File: src/design/timed_event_range_query_core_defines.svh
// ----------------------------------------------------------------------------
// Timed event range query: assertion macros
// Shared property forms, clocked on i_clk and held off during reset.
// ----------------------------------------------------------------------------
`ifndef TIMED_EVENT_RANGE_QUERY_CORE_DEFINES_SVH
`define TIMED_EVENT_RANGE_QUERY_CORE_DEFINES_SVH

// same-cycle implication
`define TERQ_ASSERT_NOW(lbl, ante, cons, msg) \
    lbl: assert property (@(posedge i_clk) disable iff (!i_rst_n) (ante) |-> (cons)) \
        else $error(msg);

// next-cycle implication
`define TERQ_ASSERT_NEXT(lbl, ante, cons, msg) \
    lbl: assert property (@(posedge i_clk) disable iff (!i_rst_n) (ante) |=> (cons)) \
        else $error(msg);

`endif

File: src/design/terq_pkg.sv
`timescale 1ns / 1ps
// ----------------------------------------------------------------------------
// Timed event range query package
// Command codes and the compare unit result type.
// ----------------------------------------------------------------------------
package terq_pkg;

    localparam int CMD_BITS = 2;

    localparam logic [CMD_BITS-1:0] CMD_ADD    = 2'd0;
    localparam logic [CMD_BITS-1:0] CMD_SAMPLE = 2'd1;
    localparam logic [CMD_BITS-1:0] CMD_CLEAR  = 2'd2;

    typedef struct packed {
        logic above_key;  // entry time > first key (insert shift test)
        logic in_range;   // entry time inside the sampled window
    } t_cmp_res;

endpackage

File: src/design/terq_ram.sv
`timescale 1ns / 1ps
// ----------------------------------------------------------------------------
// Generic RAM
// One write port, one read port, registered read data.
// ----------------------------------------------------------------------------
module terq_ram #(
    parameter int WIDTH = 40,
    parameter int DEPTH = 64
) (
    input  logic                                   i_clk,
    input  logic                                   i_wr_en,
    input  logic [((DEPTH > 1) ? $clog2(DEPTH) : 1)-1:0] i_wr_addr,
    input  logic [WIDTH-1:0]                       i_wr_data,
    input  logic [((DEPTH > 1) ? $clog2(DEPTH) : 1)-1:0] i_rd_addr,
    output logic [WIDTH-1:0]                       o_rd_data
);

    logic [WIDTH-1:0] r_mem [DEPTH];
    logic [WIDTH-1:0] r_rd_data;

    always_ff @(posedge i_clk) begin
        if (i_wr_en) begin
            r_mem[i_wr_addr] <= i_wr_data;
        end
        r_rd_data <= r_mem[i_rd_addr];
    end

    assign o_rd_data = r_rd_data;

endmodule

File: src/design/terq_cmp.sv
`timescale 1ns / 1ps
// ----------------------------------------------------------------------------
// Time compare unit
// Signed compares of one table entry against the insert key or the window.
// ----------------------------------------------------------------------------
module terq_cmp #(
    parameter int TIME_BITS = 32
) (
    input  logic                        i_forward,
    input  logic signed [TIME_BITS-1:0] i_time,
    input  logic signed [TIME_BITS-1:0] i_key_a,
    input  logic signed [TIME_BITS-1:0] i_key_b,
    output terq_pkg::t_cmp_res          o_res
);

    logic gt_a;
    logic lt_a;
    logic gt_b;
    logic lt_b;

    always_comb begin
        gt_a = (i_time > i_key_a);
        lt_a = (i_time < i_key_a);
        gt_b = (i_time > i_key_b);
        lt_b = (i_time < i_key_b);

        o_res.above_key = gt_a;
        // forward: a <= t < b ; backward: b < t <= a
        o_res.in_range  = i_forward ? (!lt_a && lt_b) : (!gt_a && gt_b);
    end

endmodule

File: src/design/timed_event_range_query_core.sv
`timescale 1ns / 1ps
// ----------------------------------------------------------------------------
// Timed event range query core
// Time-sorted table of event ids with insert, clear and range sample.
// ----------------------------------------------------------------------------
// A command beat is taken when start is high and busy is low. Results come
// out one per cycle on o_res_valid and cannot be held off, so the receiver
// must take every strobe. Add: one result (last=1, full_res=1 if the table
// was full and the point dropped). The insert walks down from the top of the
// table moving one entry up per cycle, and busy stays low when the table is
// full. Sample: one result per matching id, ascending for start<=end over
// [start,end), descending for start>end over (end,start]; the final one
// carries last, and a run with no match gives one result with found=0. A
// sample scans every stored entry, one table read per cycle, and busy stays
// low on an empty table. Clear and the unused code leave busy low and give
// no result. Results lag the deciding cycle by one register stage.
// Throughput is set by the single read port of the table and the one
// compare unit behind it.
// ----------------------------------------------------------------------------
`include "timed_event_range_query_core_defines.svh"

module timed_event_range_query_core #(
    parameter int TABLE_DEPTH = 64,
    parameter int TIME_BITS   = 32,
    parameter int EVENT_BITS  = 8
) (
    input  logic                                i_clk,
    input  logic                                i_rst_n,
    input  logic                                start,
    output logic                                busy,
    input  logic [terq_pkg::CMD_BITS-1:0]       i_cmd,
    input  logic signed [TIME_BITS-1:0]         i_point_time,
    input  logic [EVENT_BITS-1:0]               i_event_id,
    input  logic signed [TIME_BITS-1:0]         i_range_start,
    input  logic signed [TIME_BITS-1:0]         i_range_end,
    output logic                                o_res_valid,
    output logic                                o_found,
    output logic [EVENT_BITS-1:0]               o_event_out,
    output logic                                o_last,
    output logic                                o_full_res
);

    localparam int AW = (TABLE_DEPTH > 1) ? $clog2(TABLE_DEPTH) : 1;
    localparam int CW = $clog2(TABLE_DEPTH + 1);
    localparam int DW = TIME_BITS + EVENT_BITS;
    localparam logic [CW-1:0] DEPTH_C = CW'(TABLE_DEPTH);
    localparam logic [CW-1:0] ONE_C   = CW'(1);

    typedef enum logic [4:0] {
        S_IDLE = 5'b00001,
        S_INS  = 5'b00010,   // shift entries up until the slot is found
        S_PUT  = 5'b00100,   // write the new point at slot zero
        S_SCAN = 5'b01000,   // walk the table, one entry a cycle
        S_END  = 5'b10000    // emit the held match, if any, with last
    } t_state;

    t_state                 r_state, n_state;
    logic [CW-1:0]          r_count, n_count;
    logic [CW-1:0]          r_pos, n_pos;
    logic [CW-1:0]          r_left, n_left;
    logic signed [TIME_BITS-1:0] r_key_a, n_key_a;
    logic signed [TIME_BITS-1:0] r_key_b, n_key_b;
    logic [EVENT_BITS-1:0]  r_ev, n_ev;
    logic                   r_fwd, n_fwd;
    logic                   r_pend_vld, n_pend_vld;
    logic [EVENT_BITS-1:0]  r_pend_ev, n_pend_ev;

    logic                   r_res_valid, n_res_valid;
    logic                   r_found, n_found;
    logic [EVENT_BITS-1:0]  r_event_out, n_event_out;
    logic                   r_last, n_last;
    logic                   r_full_res, n_full_res;

    // table port
    logic                   wr_en;
    logic [AW-1:0]          wr_addr;
    logic [DW-1:0]          wr_data;
    logic [AW-1:0]          rd_addr;
    logic [DW-1:0]          rd_data;
    logic signed [TIME_BITS-1:0] rd_time;
    logic [EVENT_BITS-1:0]  rd_ev;

    logic                   in_fwd;
    logic [CW-1:0]          count_m1;
    logic [CW-1:0]          pos_m1;
    logic [CW-1:0]          pos_m2;
    logic [CW-1:0]          next_idx;
    terq_pkg::t_cmp_res     cmp;

    terq_ram #(
        .WIDTH (DW),
        .DEPTH (TABLE_DEPTH)
    ) u_table (
        .i_clk     (i_clk),
        .i_wr_en   (wr_en),
        .i_wr_addr (wr_addr),
        .i_wr_data (wr_data),
        .i_rd_addr (rd_addr),
        .o_rd_data (rd_data)
    );

    assign rd_time = $signed(rd_data[DW-1:EVENT_BITS]);
    assign rd_ev   = rd_data[EVENT_BITS-1:0];

    terq_cmp #(
        .TIME_BITS (TIME_BITS)
    ) u_cmp (
        .i_forward (r_fwd),
        .i_time    (rd_time),
        .i_key_a   (r_key_a),
        .i_key_b   (r_key_b),
        .o_res     (cmp)
    );

    assign busy     = (r_state != S_IDLE);
    assign in_fwd   = (i_range_start <= i_range_end);
    assign count_m1 = r_count - ONE_C;
    assign pos_m1   = r_pos - ONE_C;
    assign pos_m2   = r_pos - CW'(2);
    assign next_idx = r_fwd ? (r_pos + ONE_C) : pos_m1;

    always_comb begin
        n_state     = r_state;
        n_count     = r_count;
        n_pos       = r_pos;
        n_left      = r_left;
        n_key_a     = r_key_a;
        n_key_b     = r_key_b;
        n_ev        = r_ev;
        n_fwd       = r_fwd;
        n_pend_vld  = r_pend_vld;
        n_pend_ev   = r_pend_ev;

        n_res_valid = 1'b0;
        n_found     = 1'b0;
        n_event_out = '0;
        n_last      = 1'b0;
        n_full_res  = 1'b0;

        wr_en   = 1'b0;
        wr_addr = r_pos[AW-1:0];
        wr_data = {r_key_a, r_ev};
        rd_addr = '0;

        unique case (r_state)
            S_IDLE: begin
                // first read goes out with the command beat
                rd_addr = (i_cmd == terq_pkg::CMD_SAMPLE && in_fwd) ? '0 : count_m1[AW-1:0];
                if (start) begin
                    unique case (i_cmd)
                        terq_pkg::CMD_ADD: begin
                            n_key_a = i_point_time;
                            n_ev    = i_event_id;
                            if (r_count == DEPTH_C) begin
                                n_res_valid = 1'b1;
                                n_last      = 1'b1;
                                n_full_res  = 1'b1;
                            end else if (r_count == '0) begin
                                n_pos   = '0;
                                n_state = S_PUT;
                            end else begin
                                n_pos   = r_count;
                                n_state = S_INS;
                            end
                        end
                        terq_pkg::CMD_SAMPLE: begin
                            n_key_a    = i_range_start;
                            n_key_b    = i_range_end;
                            n_fwd      = in_fwd;
                            n_pend_vld = 1'b0;
                            if (r_count == '0) begin
                                n_res_valid = 1'b1;
                                n_last      = 1'b1;
                            end else begin
                                n_pos   = in_fwd ? '0 : count_m1;
                                n_left  = count_m1;
                                n_state = S_SCAN;
                            end
                        end
                        terq_pkg::CMD_CLEAR: begin
                            n_count = '0;
                        end
                        default: begin
                        end
                    endcase
                end
            end

            S_INS: begin
                // rd_data holds entry r_pos-1
                rd_addr = pos_m2[AW-1:0];
                wr_en   = 1'b1;
                if (cmp.above_key) begin
                    wr_data = rd_data;
                    n_pos   = pos_m1;
                    if (r_pos == ONE_C) begin
                        n_state = S_PUT;
                    end
                end else begin
                    n_count     = r_count + ONE_C;
                    n_res_valid = 1'b1;
                    n_last      = 1'b1;
                    n_state     = S_IDLE;
                end
            end

            S_PUT: begin
                wr_en       = 1'b1;
                n_count     = r_count + ONE_C;
                n_res_valid = 1'b1;
                n_last      = 1'b1;
                n_state     = S_IDLE;
            end

            S_SCAN: begin
                // one match is held back so the final one can carry last
                rd_addr = next_idx[AW-1:0];
                if (cmp.in_range) begin
                    if (r_pend_vld) begin
                        n_res_valid = 1'b1;
                        n_found     = 1'b1;
                        n_event_out = r_pend_ev;
                    end
                    n_pend_vld = 1'b1;
                    n_pend_ev  = rd_ev;
                end
                if (r_left == '0) begin
                    n_state = S_END;
                end else begin
                    n_left = r_left - ONE_C;
                    n_pos  = next_idx;
                end
            end

            S_END: begin
                n_res_valid = 1'b1;
                n_found     = r_pend_vld;
                n_event_out = r_pend_vld ? r_pend_ev : '0;
                n_last      = 1'b1;
                n_state     = S_IDLE;
            end

            default: begin
                n_state = S_IDLE;
            end
        endcase
    end

    always_ff @(posedge i_clk) begin
        if (!i_rst_n) begin
            r_state     <= S_IDLE;
            r_count     <= '0;
            r_pend_vld  <= 1'b0;
            r_res_valid <= 1'b0;
        end else begin
            r_state     <= n_state;
            r_count     <= n_count;
            r_pend_vld  <= n_pend_vld;
            r_res_valid <= n_res_valid;
        end
    end

    always_ff @(posedge i_clk) begin
        r_pos       <= n_pos;
        r_left      <= n_left;
        r_key_a     <= n_key_a;
        r_key_b     <= n_key_b;
        r_ev        <= n_ev;
        r_fwd       <= n_fwd;
        r_pend_ev   <= n_pend_ev;
        r_found     <= n_found;
        r_event_out <= n_event_out;
        r_last      <= n_last;
        r_full_res  <= n_full_res;
    end

    assign o_res_valid = r_res_valid;
    assign o_found     = r_found;
    assign o_event_out = r_event_out;
    assign o_last      = r_last;
    assign o_full_res  = r_full_res;

    // a result beat always follows a command beat or a busy cycle
    `TERQ_ASSERT_NOW(a_res_after_work, o_res_valid, $past(busy || start), "stray result beat")
    // fill count never passes the table size
    `TERQ_ASSERT_NOW(a_count_bound, 1'b1, r_count <= DEPTH_C, "point count overflow")
    // the insert walk never reaches slot zero by shifting
    `TERQ_ASSERT_NOW(a_ins_pos, r_state == S_INS, r_pos != '0, "insert position underflow")
    // a dropped add reports as a bare last beat
    `TERQ_ASSERT_NOW(a_full_shape, o_res_valid && o_full_res, o_last && !o_found,
        "full result malformed")
    // clear empties the table at once
    `TERQ_ASSERT_NEXT(a_clear, start && !busy && i_cmd == terq_pkg::CMD_CLEAR, r_count == '0,
        "clear not applied")

endmodule

File: config.mk
export PLATFORM = sky130hd
export DESIGN_NAME = timed_event_range_query_core
export DESIGN_NICKNAME = d
export VERILOG_FILES = /design/src/design/terq_pkg.sv /design/src/design/terq_ram.sv /design/src/design/terq_cmp.sv /design/src/design/timed_event_range_query_core.sv
export VERILOG_INCLUDE_DIRS = /design/src /design/src/design
export SDC_FILE = /design/constraint.sdc
export NUM_CORES = 2
export LEC_CHECK = 0
export BUFFER_PORTS_ARGS = -buffer_cell sky130_fd_sc_hd__buf_4
export CAP_MARGIN = 20
export CORE_UTILIZATION = 65
export DETAILED_ROUTE_END_ITERATION = 8
export PLACE_DENSITY = 0.83
export SETUP_SLACK_MARGIN = 0.1
export SKIP_CTS_REPAIR_TIMING = 1
export SLEW_MARGIN = 25
export SYNTH_ARGS = -nofsm -noshare
export SYNTH_HDL_FRONTEND = slang
export SYNTH_HIERARCHICAL = 1
export SYNTH_SLANG_ARGS = --single-unit
File: constraint.sdc
create_clock -name i_clk -period 8.1 [get_ports i_clk]
set_input_delay 1.62 -clock i_clk [delete_from_list [all_inputs] [get_ports i_clk]]
set_output_delay 1.62 -clock i_clk [all_outputs]
set_load 0.01 [all_outputs]
Yosys cells after proc, flatten, opt, wreduce, memory -nomap -nowiden --
Memory sizes are Yosys's and may differ from the RTL's. A register that Yosys moved wholly into a read port is not among the register bits. Index checks and enable logic that the tools add are counted.
Word-level totals: bits in latches 0, logic and storage cells 127, output and inout bits 13, bits in read-only memories 0, memories kept 1, RAM bits 2560, register bits after elaboration 120, input bits 109
Cells by class: $add $sub $neg 6, shifts and indexed selects 0, bitwise gates (word level) 0, div/mod/pow operators 0, order comparisons 5, multiply operators 0, mux-type cells 54, eq/ne operators 23, reduce and logical (&&, ||, !) cells 23
Memory list:
- u_table.r_mem | words 64, bits a word 40, read ports 1, clocked after memory_dff 1, wr ports 1, line terq_ram.sv:18 | logic [WIDTH-1:0] r_mem [DEPTH];
Operator list (number):
- $mux 7 | 15
- $mux 40 | 2
- $gt 32x32->1 | 2
- $lt 32x32->1 | 2
- $pmux 32 s2 | 1
- $pmux 7 s3 | 2
- $le 32x32->1 | 1
- $mux 5 | 6
- $pmux 7 s2 | 2
- $sub 7x1->7 const B | 3
- $pmux 6 s3 | 1
- $mux 8 | 2
- $pmux 8 s2 | 1
- $pmux 5 s3 | 1
- $add 7x1->7 const B | 2
- $logic_not 7->1 | 2
- $ne 2x2->1 const B | 7
- $mux 1 | 13
- $pmux 5 s2 | 1
- $ne 3x3->1 const B | 3
- $reduce_and 3->1 | 3
- $reduce_and 4->1 | 2
- $eq 7x1->1 const B | 1
- $eq 7x7->1 const B | 1
- 26 further kinds | 35

Logic depth before layout (Yosys ltp) --
depth after elaboration 6, depth in mapped cells 19, gate-level depth less buffers 14

Cells and area by module --
Netlist, hierarchy kept.
By module, submodules not included:
- terq_ram | instances 1, cells an instance 4406, area each 98652.1 um2, seq. area each 77674.5 um2
- timed_event_range_query_core | instances 1, cells an instance 638, area each 6596.3 um2, seq. area each 3353.2 um2
- terq_cmp | instances 1, cells an instance 232, area each 1700.4 um2, seq. area each 0.0 um2

Least setup slack after synthesis --
Ideal clock, no wire load.
kind input port to flip-flop, from in i_range_end[14], to reg u_table.r_rd_data[22], in the netlist u_table/o_rd_data[22] (read register of u_table.r_mem), data required time 7.984 ns, arrival 5.202 ns, library setup time 0.116 ns, path buffers 3, path slack 2.782 ns, stages on the path 16, cell sequence inv_1 > ha_1 > a21oi_1 > nand2_1 > a221o_1 > o31ai_2 > nor3b_2 > nor3_2 > o31ai_1 > buf_2 > buf_2 > clkbuf_1 > mux4_2 > a31oi_1 > nor3_1 > o211a_1
On the way: longest elaborated chain between the ends 4
RTL lines:
- from (decl) | line timed_event_range_query_core.sv:35 | input logic signed [TIME_BITS-1:0] i_range_end,
- $le 32x32->1 | line timed_event_range_query_core.sv:116 | assign in_fwd = (i_range_start <= i_range_end);
- $logic_and 1x1->1 | line timed_event_range_query_core.sv:148 | rd_addr = (i_cmd == terq_pkg::CMD_SAMPLE && in_fwd) ? '0 : count_m1[AW-1:0];
- $mux 6 | line timed_event_range_query_core.sv:148
- $pmux 6 s3 | line timed_event_range_query_core.sv:145 | unique case (r_state)
- net rd_addr[2] | line timed_event_range_query_core.sv:78 | logic [AW-1:0] rd_addr;
- to (decl) | line terq_ram.sv:19 | logic [WIDTH-1:0] r_rd_data;
The timed path passes the listed nets, and every way through them passes these cells. A chain may end at the register's enable or synchronous reset.

Worst setup path after layout --
from in i_range_start[31], to reg u_table.r_rd_data[23], in the netlist u_table/o_rd_data[23] (read register of u_table.r_mem)
On the way: longest elaborated chain between the ends 4
RTL lines:
- from (decl) | line timed_event_range_query_core.sv:34 | input logic signed [TIME_BITS-1:0] i_range_start,
- $le 32x32->1 | line timed_event_range_query_core.sv:116
- $logic_and 1x1->1 | line timed_event_range_query_core.sv:148
- $mux 6 | line timed_event_range_query_core.sv:148
- $pmux 6 s3 | line timed_event_range_query_core.sv:145
- net rd_addr[2] | line timed_event_range_query_core.sv:78
The timed path passes the listed nets, and every way through them passes these cells.

==> metrics.md <==
| Metric | Value |
|---|---|
| Die extent in y | 408 µm |
| Critical Path RT | 8980 ps |
| Setup CP Type | in -> reg |
| P per Cell Area | 336 nW/µm² |
| CTS buffer count | 274 |
| Top_reg_cell synth | edfxtp_1 |
| Root buffer cell | clkbuf_16 |
| Post-DRT Antenna Nets | 0 |
| First-pass GRT wire length | 448 mm |
| Vias | 60700 |
| First-pass iteration count of the detailed router | 9 |
| Skew final | 74.7 ps |
| Final worst path period need | 6600 ps |
| Cell variety after synth | 83 |
| Reg2Reg Launch Point | u_table/o_rd_data[34] |
| Post-synth EDFFs | 2655 |
| Initial core utilization | 65.6% |
| Cells after synthesis | 5276 |
| Run status | completed |
| Arrival time at the worst endpoint | 7480 ps |
| # IOs | 122 |
| Mean Syn Cell Area | 20.3 µm² |
| Crit path max fanout | 64 |
| Worst setup startpoint | i_range_start[31] |
| DIE AREA | 166000 µm² |
| Routed WL | 323 mm |
| Startpoint types | input pin |
| Fmax | 151 MHz |
| Width of the chip | 408 µm |
| Area of the core | 163000 µm² |
| IO buf count | 121 |
| Largest net degree at the start of global routing | 99 |
| Max Cap Viol | 0 |
| H-tree levels | 5 |
| Sequential fraction of the synthesis area | 75.8% |
| Nets | 5820 |
| Post-layout util | 73.9% |
| Share of cells above drive strength 1 | 25.4% |
| Std-Cell Rows | 148 |
| Tot GR Track Use | 38.9% |
| Longest Clk Path Bufs | 4 |
| Vias/cell | 7.61 |
| Final instance area | 120000 µm² |
| TritonCTS clock tree | done |
| Final hold vios | 0 |
| Residual DRC | 0 |
| RSZ-0062 raised after global routing | no |
| Synth-to-Final Area Change | 12.6% |
| Congestion Overflow GR | 0 |
| Worst-Margin Slew | 1300 ps |
| Max Slew Vio Count | 0 |
| Hold_sp | u_table/o_rd_data[7] |
| Mapped Nets | 5491 |
| Vias in the first global route | 60600 |
| Clock sinks | 2720 |
| DRT iter0 DRCs | 11400 |
| Placed Cells | 7503 |
| Synth async-reset ratio | 0% |
| Post-place instance area | 112000 µm² |
| Yosys reg bits | 2720 |
| Layout Cells excl Fill | 7978 |
| Antenna violations before repair | 24 |
| Skew-Pair Late Insertion Delay | 950 ps |
| Fin crit share | 81.5% |
| Worst setup EP type | flop |
| Endpoints failing setup | 0 |
| Setup TNS | 0 ps |
| Slew margin rel. | 12.9% |
| Syn Std Cell Area | 107000 µm² |
| Peak supply drop | 0.286 mV |
| Leak Pwr | 40.0 nW |
| HPWL Detailed | 162 mm |
| Hold Path Class | reg -> reg |
| Clk pin slew, worst setup/hold paths | 70 ps |
| Routability cong. | 0.920 |
| Avg WL per Cell | 40.5 µm |
| YS warnings | 6 |
metal layers:
layer  up-vias  share of wire (%)  GRT usage, %
met5         -              0.066             0
met4        24                7.7          24.8
met3      1572                 16          13.3
met2      6313                 46          59.9
met1     30400                 30          47.4
li1      22500                  -             -
critical path, cell delays in order:
cell	delay, ps
buf_4	120
ha_1	450
nand4_1	220
nor4_1	780
o31ai_2	210
a21oi_1	400
nor3_4	180
o31ai_4	560
buf_12	400
nand2b_2	410
buf_12	320
o221ai_1	340
a31oi_1	150
nor3_1	1020
o211a_1	230
Yosys cell counts (6+ instances only):
master    instances  area (µm²)
edfxtp_1       2655       79700
mux4_2          546       12300
nand2_1         234         878
mux2i_1         198        1980
clkbuf_1        136         510
nor2_1          126         473
inv_1           109         409
ha_1            106        1330
nand3_1         104         521
o22ai_1         103         644
mux2_2           76         856
nand4_1          71         444
a21oi_1          67         335
a22oi_1          65         488
dfxtp_1          65        1300
buf_2            60         300
o221ai_1         42         368
buf_4            41         308
mux2_1           40         450
a221o_1          34         340
o21ai_0          34         170
a211oi_1         26         195
buf_1            26        97.6
nor2b_1          26         163
nor3_1           24         120
xor2_1           22         193
o211ai_1         19         143
and3_1           17         106
buf_6            17         191
nand2b_1         15        93.8
and2_1           14        87.6
a311o_1          12         120
o22a_1           12         105
xnor2_1          12         105
a221oi_1          8        70.1
a31oi_1           8        50.1
a21o_1            7        52.6
o311ai_1          7        61.3
buf_8             6        90.1
o211a_1           6        60.1
or3_1             6        37.5
flip-flops by register name, indices dropped and copies added (netlist names), 5 cells and up:
signal,flops
u_table/o_rd_data,40
r_ev,8
r_pos,7
r_state,5
r_count,7
r_left,7
r_pend_ev,8
o_event_out,8
r_key_b,32
u_table/r_mem,2560
r_key_a,32
where the power goes:
group / total [mW] / leakage [nW] / switching (mW) / internal [mW]
clock: 12.5 / 4.18 / 5.33 / 7.15
combinational: 11.8 / 11.4 / 7.16 / 4.66
sequential: 16.2 / 24.4 / 0.400 / 15.8
layout by cell type (no fill, tap or decap), types with 13 or more instances in the layout:
cell type	count
edfxtp_1	2655
mux4_2	546
buf_4	310
clkbuf_16	283
nand2_1	231
mux2i_1	198
inv_1	109
ha_1	106
nand3_1	104
o22ai_1	103
mux2_2	79
nand4_1	71
a21oi_1	67
nor2_1	66
a22oi_1	65
dfxtp_1	65
nor2_4	58
clkinv_1	57
clkbuf_1	50
o221ai_1	42
a221o_1	34
clkinv_2	34
o21ai_0	33
mux2_4	32
a211oi_1	26
buf_12	25
nor2b_1	22
xor2_1	22
bufinv_16	22
o211ai_1	19
and3_1	17
nand2b_1	14
nor3_1	14
and2_1	13
stage by stage:
step / power (mW) / worst slack, ps / hold WS (ps)
global placement: 27.1 / 711 / 414
global route: 41.2 / 1380 / 467
finish: 40.5 / 1500 / 456
floorplan: 23.5 / 2780 / 401
CTS: 40.0 / 1790 / 454
detailed placement: 27.4 / 861 / 413
worst paths after layout:
kind / to / slack (ps) / depth (start not counted)
setup reg to reg: u_table/r_mem[36][27] / 2620 / 11
setup / recovery: u_table/o_rd_data[23] / 1500 / 15
hold / removal: r_pend_ev[7] / 460 / 0
hold reg to reg: r_pend_ev[7] / 460 / 0
cell type report:
type / count / area (µm²)
sequential: 2720 / 81000
fill: 8254 / 42600
multi-input combinational: 2158 / 24700
clock buffer: 342 / 7390
timing repair buffer: 340 / 2930
tap: 2175 / 2720
clock inverter: 125 / 1140
inverter: 111 / 417
antenna: 7 / 17.5
cell families (layout without fill, tap and decap cells):
| logic type | count (synthesis) | count (layout) | share of synthesized area [%] |
|---|---|---|---|
| DFF | 2720 | 2720 | 75.8 |
| muxes | 860 | 860 | 14.6 |
| and+or+nand+nor | 672 | 672 | 3.02 |
| AOI/OAI and AO/OA | 486 | 486 | 3.32 |
| buffers and inverters | 398 | 918 | 1.81 |
| adders and majority gates | 106 | 106 | 1.24 |
| xor gates and xnor gates | 34 | 34 | 0.278 |
| other | 0 | 7 | 0 |
Note: power is estimated with default switching activity, not from simulation.
